[config.mk]
export PLATFORM = sky130hd
export DESIGN_NAME = tpls_ctrl
export DESIGN_NICKNAME = d
export VERILOG_FILES = /design/src/rtl/core/tpls_pkg.sv /design/src/rtl/core/tpls_ctrl.sv
export SDC_FILE = /design/constraint.sdc
export NUM_CORES = 1
export LEC_CHECK = 0
export BUFFER_PORTS_ARGS = -buffer_cell sky130_fd_sc_hd__clkbuf_2
export CAP_MARGIN = 20
export CELL_PAD_IN_SITES_DETAIL_PLACEMENT = 0
export CELL_PAD_IN_SITES_GLOBAL_PLACEMENT = 1
export CORE_ASPECT_RATIO = 0.75
export CORE_UTILIZATION = 29
export DETAILED_ROUTE_END_ITERATION = 7
export GPL_ROUTABILITY_DRIVEN = 0
export GPL_TIMING_DRIVEN = 0
export PLACE_DENSITY_LB_ADDON = 0.1
export SYNTH_ARGS = -nofsm -noshare
export SYNTH_HDL_FRONTEND = slang
export SYNTH_SLANG_ARGS = --single-unit
[constraint.sdc]
create_clock -name clk -period 1.7 [get_ports clk]
set_input_delay 0.17 -clock clk [delete_from_list [all_inputs] [get_ports clk]]
set_output_delay 0.17 -clock clk [all_outputs]
set_load 0.01 [all_outputs]
[src/rtl/core/tpls_pkg.sv]
// Shared types and constants for the two-page log store.
`timescale 1ns / 1ps
package tpls_pkg;
  localparam logic OP_READ  = 1'b0;
  localparam logic OP_WRITE = 1'b1;
  localparam logic [1:0] PS_ACTIVE    = 2'd0;
  localparam logic [1:0] PS_RECEIVING = 2'd1;
  localparam logic [1:0] PS_CLEAR     = 2'h3;

  typedef enum logic [3:0] {
    CMD_NONE,       // hold
    CMD_LOAD,       // latch input item, clear found flag
    CMD_SCAN_INIT,  // set scan pointer to newest slot of a page
    CMD_SCAN_STEP,  // compare read data, step pointer back
    CMD_APPEND,     // write record at fill index
    CMD_MOVE_FIRST, // write new record at slot 0 of other page
    CMD_NEXT_KEY,   // advance copy key
    CMD_COPY,       // copy found record to other page
    CMD_ERASE,      // erase one slot of old page
    CMD_SWAP,       // make other page active
    CMD_RESULT      // latch result
  } dp_cmd_t;

  typedef struct packed {
    logic scan_done;
    logic found;
    logic key_ok;
    logic same;
    logic page_full;
    logic copy_key_last;
    logic copy_skip;
    logic erase_done;
    logic is_write;
  } dp_status_t;
endpackage

[src/rtl/core/tpls_ctrl.sv]
// Controller state machine for lookup, append and page transfer.
`timescale 1ns / 1ps
module tpls_ctrl import tpls_pkg::*; (
  input  logic       clk,
  input  logic       rst_n,
  input  logic       in_valid,
  output logic       in_ready,
  output logic       out_valid,
  input  logic       out_ready,
  input  dp_status_t st,
  output dp_cmd_t    cmd
);
  typedef enum logic [3:0] {
    S_IDLE, S_INIT, S_SCAN, S_DRAIN, S_DECIDE, S_MOVE, S_CINIT, S_CSCAN, S_CDRAIN,
    S_CDEC, S_NEXTK, S_EINIT, S_ERASE, S_SWAP, S_RES, S_OUT
  } state_t;
  state_t state_r, state_nxt;
  logic ov_r, ov_nxt;

  assign in_ready = (state_r == S_IDLE) && !ov_r;
  assign out_valid = ov_r;

  always_comb begin
    state_nxt = state_r; ov_nxt = ov_r; cmd = CMD_NONE;
    if (ov_r && out_ready) ov_nxt = 1'b0;
    case (state_r)
      S_IDLE: if (in_valid && in_ready) begin cmd = CMD_LOAD; state_nxt = S_INIT; end
      S_INIT: begin cmd = CMD_SCAN_INIT; state_nxt = S_SCAN; end
      // one slot read a cycle, newest first; data arrives in the following cycle
      S_SCAN: begin cmd = CMD_SCAN_STEP; if (st.scan_done) state_nxt = S_DRAIN; end
      S_DRAIN: state_nxt = st.is_write ? S_DECIDE : S_RES;
      S_DECIDE:
        if (!st.key_ok || st.same) state_nxt = S_RES;
        else if (!st.page_full) begin cmd = CMD_APPEND; state_nxt = S_RES; end
        else state_nxt = S_MOVE;
      S_MOVE: begin cmd = CMD_MOVE_FIRST; state_nxt = S_CDEC; end
      S_CDEC: if (st.copy_skip) state_nxt = S_CDRAIN; else state_nxt = S_CINIT;
      S_CINIT: begin cmd = CMD_SCAN_INIT; state_nxt = S_CSCAN; end
      S_CSCAN: begin cmd = CMD_SCAN_STEP; if (st.scan_done) state_nxt = S_CDRAIN; end
      S_CDRAIN: begin
        if (!st.copy_skip && st.found) cmd = CMD_COPY;
        if (st.copy_key_last) state_nxt = S_EINIT;
        else state_nxt = S_NEXTK;
      end
      S_NEXTK: begin cmd = CMD_NEXT_KEY; state_nxt = S_CDEC; end
      S_EINIT: begin cmd = CMD_SCAN_INIT; state_nxt = S_ERASE; end
      S_ERASE: begin cmd = CMD_ERASE; if (st.erase_done) state_nxt = S_SWAP; end
      S_SWAP: begin cmd = CMD_SWAP; state_nxt = S_RES; end
      S_RES: begin cmd = CMD_RESULT; state_nxt = S_OUT; end
      S_OUT: if (!ov_r) begin ov_nxt = 1'b1; state_nxt = S_IDLE; end
      default: state_nxt = S_IDLE;
    endcase
  end

  always_ff @(posedge clk) begin
    if (!rst_n) begin state_r <= S_IDLE; ov_r <= 1'b0; end
    else begin state_r <= state_nxt; ov_r <= ov_nxt; end
  end
endmodule

# ---- Word-level counts from Yosys, hierarchy flattened
# Index checks and enable logic that the tools add are counted.
dict set report classes {
  n_reduce_logical 13
  order_cmp 0
  shift 0
  bitwise 0
  div_mod_pow 0
  n_mul 0
  n_eq_ne 20
  muxes 19
  addsub 0
}
# op n
set op_table {}
lappend op_table {{case mux 4 bit (15 select lines)} 1}
lappend op_table {{case mux 4 bit (10 select lines)} 1}
lappend op_table {{2-to-1 mux 4 bit} 9}
lappend op_table {{== test 4 bit, second input constant} 8}
lappend op_table {{== test 4 x 3 -> 1 bit, second input constant} 4}
lappend op_table {{2-to-1 mux 3 bit} 3}
lappend op_table {{== test 4 x 2 -> 1 bit, second input constant} 2}
lappend op_table {{inequality test 2 bit, second input constant} 4}
lappend op_table {{2-to-1 mux 1 bit} 5}
lappend op_table {{AND reduction 5 bit} 1}
lappend op_table {{== test 4 x 1 -> 1 bit, second input constant} 1}
lappend op_table {{logical AND 1 bit} 4}
lappend op_table {{logical NOT 4 bit} 1}
lappend op_table {{OR reduction 2 bit} 2}
lappend op_table {{logical NOT 1 bit} 3}
lappend op_table {{OR reduction 3 bit} 1}
lappend op_table {{inequality test 2 x 1 -> 1 bit, second input constant} 1}
lappend op_table {{logical OR 1 bit} 1}
dict set report word_totals {
  rom_bits 0
  reg_bits 5
  mem_bits_rw 0
  n_memories 0
  word_cells 54
  latch_bits 0
  out_inout_bits 6
}

# ---- Logic depth before layout (Yosys ltp)
# Gate-level depths: netlist (run 1).
dict set report logic_depth {
  ltp_word 5
  ltp_mapped 6
  ltp_nobuf 4
}

# ---- Least setup slack after synthesis (run 1)
# OpenSTA, ideal clock, no wires.
dict set report synth_timing {
  path_kind {register -> output}
  from {register state_r[0]}
  to {output cmd[0]}
  path_slack_ps 358
  t_required_ps 1530
  stages_incl_launch_ff 7
  arrival_ps 1172
  path_cell_list {dfxtp_1 buf_4 buf_2 nand2_1 nor3b_1 a21oi_1 and3_1}
}
dict set report synth_via {
  elab_chain_len 5
  elab_cells_between_ends 19
  cone_classes {eq/ne (12); mux (2); reduce/logical (5)}
}
# element line_no
set synth_rtl {}
lappend synth_rtl {{start: declaration} tpls_ctrl.sv:17} ;# state_t state_r, state_nxt;
lappend synth_rtl {{start signal: assignment} tpls_ctrl.sv:57} ;# else begin state_r <= state_nxt; ov_r <= ov_nxt; end
lappend synth_rtl {{logical NOT 4 bit} {tpls_ctrl.sv:20, tpls_ctrl.sv:26}}
lappend synth_rtl {{logical AND 1 bit} tpls_ctrl.sv:20} ;# assign in_ready = (state_r == S_IDLE) && !ov_r;
lappend synth_rtl {{logical AND 1 bit} tpls_ctrl.sv:27} ;# S_IDLE: if (in_valid && in_ready) begin cmd = CMD_LOAD; state_nxt = S_INIT; end
lappend synth_rtl {{2-to-1 mux 1 bit} tpls_ctrl.sv:27}
lappend synth_rtl {{case mux 4 bit (10 select lines) (*)} tpls_ctrl.sv:26} ;# case (state_r)
lappend synth_rtl {{end: declaration} tpls_ctrl.sv:11} ;# output dp_cmd_t cmd
# Mark *: on every way between the ends. The rest lies on a longest branch, timed or not.

# ---- Final worst setup path (run 1)
dict set report layout_timing {
  from {register state_r[1]}
  to {output cmd[0]}
}
# Same word-level chain as after synthesis.

==> results.toml, run 1 <==
[outcome]
outcome = "finished, final reports clean"

[synth]
syn_inst = 76
synthesis.nets = 89
synth.cell_area_um2 = 592
ys_seq_area_share_pct = 16.9
yosys_warnings = 0
async_flop_share_pct = 0
ys_ff_latch = 5
synth_edf_count = 0
ys.flop_type = "dfxtp_1"
synth_cell_types = 40
syn_area_per_cell_um2 = 7.79

[worst_setup_path]
cp_slowest_stage_delay_ns = 0.30
critPathSlowestCell = "dfxtp_1"
crit_required_ns = 1.53
critical_path_class = "flop to output port"
crit_path_start_kind = "flop"
ff2ff_setup_slack_ns = 0.12
crit_arrival_ns = 1.42
timing.rr.end = "state_r[3]"
crit_chain = "buf_6 > or2_4 > a21oi_2 > a21oi_1 > and3_1 > clkbuf_2"
rr_startpoint = "state_r[2]"
crit_path_max_fanout = 10
endpoint_kind = "output port"
reg2reg_depth = 5

[die]
initial_core_util_pct = 32.5
fp.coreArea_um2 = 1820
die_w_um = 54.2
num_io_pins = 19
die_area_um2 = 2230
core.rowCount = 13
fp.dieH_um = 41.1

[clock_tree]
cts_hold_buffers = 0
cts_root_buf = "clkbuf_4"
cts_tree = "done"
cts_buffers = 3
clk_path_buf_depth = 2
clk_latency_ns = 0.24
clk_pin_slew_ns = 0.04
clkSinkCount = 5
cts.htree.levels = 1

[cells_and_area]
seqCellArea_um2 = 101
drive_above_1_share_pct = 41.4
fin_util_pct = 42.2
nets = 113
antenna_cells = 0
syn2layout_area_growth_pct = 30.0
multi_input_area_um2 = 444
fillers = 190

[route]
vias_per_cell = 5.46
postRouteAntennaNets = 0
drt_iter0_markers = 17
dr.pass1.iters = 4
drc = 0
wl_um = 1530
route.vias.total = 661
wl_per_cell_um = 12.6

[placement]
dp_hpwl_um = 1160
portBuffers = 18

[power_and_ir_drop]
p_per_area_nw_per_um2 = 620
power_w = 0.000477
leakagePower_nw = 0.314
ir_worst_vdd_uv = 250

[sta]
setup_violations = 0
maxSlewHeadroom_pct = 68.1
finalCriticalPeriod_ns = 1.59
fin_crit_sh_pct = 93.5
finClkSkew_ns = 0.00242
max_freq_ghz = 0.629
hold_viol_final = 0
worst_pin_slew_ns = 0.467
grt_setup_unrepaired = "false"
finalMaxSlewViolations = 0
fin_tns_setup_ns = 0

[hold_path]
hp-class = "input pin to flop"
worstHoldEndpoint = "out_valid"
hold_start = "rst_n"
min_path_cells = 2

[global_route]
grt-ovfl-total = 0
grt_pass1_vias = 583
grt_max_degree = 20
gr-usage-all-layers_pct = 16.0
antenna_found_initial = 0
grt_pass1_wl_um = 2520

[job]
drv_cap = 0
flip-flops by register name (all words and copies together), names as in the netlist:
name       count
out_valid      1
state_r        4
synthesized netlist by cell type (2+ instances only):
cell | count | area share, %
o311ai_1 | 2 | 3.0
nor2_1 | 5 | 3.2
nor2b_1 | 4 | 4.2
nand2b_1 | 3 | 3.2
dfxtp_1 | 5 | 17
o21ai_0 | 4 | 3.4
nand2_1 | 7 | 4.4
buf_4 | 2 | 2.5
inv_1 | 3 | 1.9
and3_1 | 2 | 2.1
nor3b_1 | 2 | 2.5
a21oi_1 | 7 | 5.9
buf_2 | 3 | 2.5
cell type report:
type / instances / share of cell area [%]
multi-input combinational: 61 / 57.7
timing repair buffer: 21 / 14.6
sequential: 5 / 13.2
buffer: 4 / 5.53
tap: 22 / 3.58
clock buffer: 4 / 3.41
inverter: 4 / 1.95
worst max path at each step:
stage	from	cells past startpoint	endpoint
final	state_r[1]	6	cmd[0]
after global routing	state_r[2]	6	cmd[0]
after CTS	state_r[3]	6	cmd[0]
after detailed placement	state_r[0]	7	cmd[0]
after global placement	state_r[0]	7	cmd[0]
after floorplan	state_r[0]	6	cmd[0]
through the flow:
| stage | instances | hold WS, ns | worst slack, ns | area (µm²) |
|---|---|---|---|---|
| after floorplan | 76 | 0.288 | 0.358 | 592 |
| after global placement | 116 | 0.475 | 0.0887 | 709 |
| after detailed placement | 116 | 0.476 | 0.148 | 709 |
| after CTS | 119 | 0.220 | 0.00452 | 731 |
| after global routing | 121 | 0.224 | 0.0211 | 769 |
| final | 121 | 0.232 | 0.110 | 769 |
cell families (layout without fill, tap and decap cells):
kind of cell    count (synthesis)  after routing  synth area share [%]
simple gates                   31             31                  33.2
xor+xnor                        1              1                  1.48
flops                           5              5                  16.9
buf+inv                        10             33                  9.51
compound gates                 29             29                  38.9
layout by cell type (no fill, tap or decap), types with 2 or more instances in the layout:
| cell type | count |
|---|---|
| clkbuf_2 | 17 |
| nand2_1 | 7 |
| a21oi_1 | 6 |
| nor2_1 | 4 |
| dfxtp_1 | 4 |
| nor2b_1 | 3 |
| o21ai_0 | 3 |
| inv_1 | 3 |
| nand2b_1 | 3 |
| clkbuf_4 | 3 |
| buf_4 | 3 |
| buf_6 | 2 |
| buf_2 | 2 |
| nor3b_1 | 2 |
| and3_1 | 2 |
| o21ai_1 | 2 |
| o311ai_1 | 2 |
metal layers:
layer / GRT usage (%) / vias to the layer above / share of wire, %
li1: - / 336 / -
met1: 21.6 / 294 / 49
met2: 25.3 / 31 / 40
met3: 5.93 / 0 / 10
met4: 0.641 / 0 / 0
met5: 0 / - / 0
where the power goes:
group          switching (W)  internal, W
clock              0.0000461    0.0000886
combinational       0.000105     0.000105
sequential        0.00000738     0.000125
critical path, delay by kind of cell (launching register included):
kind	cells	cell delay, ns
AND/OR/NAND/NOR	2	0.43
flip-flops	1	0.30
buffers and inverters	2	0.25
AO/OA/AOI/OAI	2	0.20
repair_timing:
action / 4_1_cts / 5_1_grt
pin swaps: 0 / 0
resized for setup: 0 / 9
setup endpoints to repair: 1 / 4
buffers inserted: 0 / 3
Note: power is estimated with default switching activity, not from simulation.
==> run 2, diff against run 1 <==
--- a/config.mk
+++ b/config.mk
@@ -11,6 +11,7 @@
 export CELL_PAD_IN_SITES_GLOBAL_PLACEMENT = 1
 export CORE_ASPECT_RATIO = 0.75
 export CORE_UTILIZATION = 29
+export CTS_BUF_LIST = sky130_fd_sc_hd__clkbuf_4 sky130_fd_sc_hd__clkbuf_8
 export DETAILED_ROUTE_END_ITERATION = 7
 export GPL_ROUTABILITY_DRIVEN = 0
 export GPL_TIMING_DRIVEN = 0
==> run 2 against run 1 <==
  * Sequential share of layout area decreased by 0.064 points
  * Global-route usage increased by 0.32 points
  * Non-clock buffer count unchanged
  * Clock skew about the same
  * Total power increased by 3.4%
  * Core utilization increased by 0.21 points
  * Register-to-register slack about the same
  * Routed wire length decreased by 0.85%
  * First-iteration DRC count unchanged
  * Largest power group unchanged
  * Critical endpoint unchanged
  * Final cell count unchanged
==> results.toml, run 2 (synthesized netlist as in run 1, its figures left out) <==
[cells_and_area]
fillers = 190
nets = 113
antenna_cells = 0
finalInstanceArea_um2 = 773
drive_above_1_share_pct = 42.4
final_cell_mix = "clkbuf_2, nand2_1, a21oi_1"
mostFrequentLayoutCell = "clkbuf_2"
regMostFlops = "state_r"
largest_reg_flops = 4
fin_cells = 121
multi_input_area_um2 = 444
seqCellArea_um2 = 101
syn2layout_area_growth_pct = 30.7

[die]
die_w_um = 54.2
core.rowCount = 13
num_io_pins = 19
fp.dieH_um = 41.1
initial_core_util_pct = 32.5
die_area_um2 = 2230
fp.coreArea_um2 = 1820

[sta]
fin_ws_ns = 0.109
finClkSkew_ns = 0.00260
fin_tns_setup_ns = 0
finalMaxSlewViolations = 0
finalCriticalPeriod_ns = 1.59
hold_viol_final = 0
grt_setup_unrepaired = "false"
max_freq_ghz = 0.629
maxSlewHeadroom_pct = 67.2
worst_pin_slew_ns = 0.480
fin_crit_sh_pct = 93.6
setup_violations = 0

[clock_tree]
cts_hold_buffers = 0
clk_latency_ns = 0.24
clkSinkCount = 5
cts_buffers = 3
clk_pin_slew_ns = 0.04
cts.htree.levels = 1
cts_tree = "done"
clk_path_buf_depth = 2
cts_root_buf = "clkbuf_4"

[power_and_ir_drop]
seqPwrFrac_pct = 26.8
p_per_area_nw_per_um2 = 638
ir_worst_vdd_uv = 252
p_int_w = 0.000334
pwr-share-comb_pct = 42.5
switchingPower_w = 0.000159
power_w = 0.000493
swShare_pct = 32.3
clkPwrFrac_pct = 30.7
leakagePower_nw = 0.317

[worst_setup_path]
cp_slowest_stage_delay_ns = 0.30
crit_path_start_kind = "flop"
crit_path_max_fanout = 10
crit_chain = "buf_6 > or2_4 > a21oi_2 > a21oi_1 > and3_1 > clkbuf_2"
crit_arrival_ns = 1.42
startpoint = "state_r[1]"
endpoint_kind = "output port"
crit_required_ns = 1.53
path_delay_family = "simple AND/OR/NAND/NOR gates"
rr_startpoint = "state_r[2]"
critical_path_class = "flop to output port"
critPathSlowestCell = "dfxtp_1"
critPathBufInv = 2

[global_route]
grt_pass1_wl_um = 2540
gr-usage-all-layers_pct = 16.3
grt-ovfl-total = 0
grt_max_degree = 20
antenna_found_initial = 0
grt_pass1_vias = 584

[outcome]
outcome = "finished, final reports clean"

[route]
drc = 0
drt_iter0_markers = 17
wl_um = 1510
wl_per_cell_um = 12.5
dr.pass1.iters = 4
postRouteAntennaNets = 0
route.vias.total = 661
vias_per_cell = 5.46

[placement]
placed_cells = 116
dp_slack_ns = 0.148
portBuffers = 18
dp_hpwl_um = 1160
placed_cell_area_um2 = 709

[job]
drv_cap = 0

[hold_path]
hold_start = "rst_n"
hp-class = "input pin to flop"
-- run 2: final timing paths --
check	endpoint	slack, ns	cells past startpoint
setup / recovery	cmd[0]	0.11	6
hold / removal	out_valid	0.23	2
setup reg to reg	state_r[3]	0.11	5
hold reg to reg	state_r[2]	0.70	3
-- run 2: cell type report --
cell class                 instances  share of cell area (%)
multi-input combinational         61                    57.4
timing repair buffer              21                    14.6
sequential                         5                    13.1
buffer                             4                    5.50
clock buffer                       4                    3.88
tap                               22                    3.56
inverter                           4                    1.94
-- run 2: per-layer routing --
metal	wire (µm)	global-route usage (%)
met4	0	0.641
met5	0	0
met2	623	25.3
met1	730	21.8
met3	160	7.04
-- run 2: what timing repair did --
action                     4_1_cts  5_1_grt
setup buffers                    0        3
gates cloned                     0        0
pin swaps                        0        0
hold endpoints to repair         0        0
setup endpoints to repair        1        4
gates resized for setup          0        9
-- run 2: power groups by stage --
stage | Clock [W] | Sequential [W] | Combinational [W]
final | 0.000151 | 0.000132 | 0.000210
after global placement | 0 | 0.000132 | 0.000196
after floorplan | 0 | 0.000130 | 0.000138
after global routing | 0.000172 | 0.000133 | 0.000229
after CTS | 0.000158 | 0.000129 | 0.000189
after detailed placement | 0 | 0.000132 | 0.000191
-- run 2: worst register-to-register path, delay by kind of cell (launching register included) --
family / cells / cell delay, ns
buffers and inverters: 1 / 0.17
DFF: 1 / 0.38
AOI/OAI and AO/OA: 2 / 0.66
and+or+nand+nor: 2 / 0.25
-- run 2: metrics by stage --
stage | hold slack, ns | util [%]
after CTS | 0.218 | 40.3
after detailed placement | 0.476 | 38.9
final | 0.231 | 42.4
after global routing | 0.217 | 42.4
after global placement | 0.475 | 38.9
after floorplan | 0.288 | -
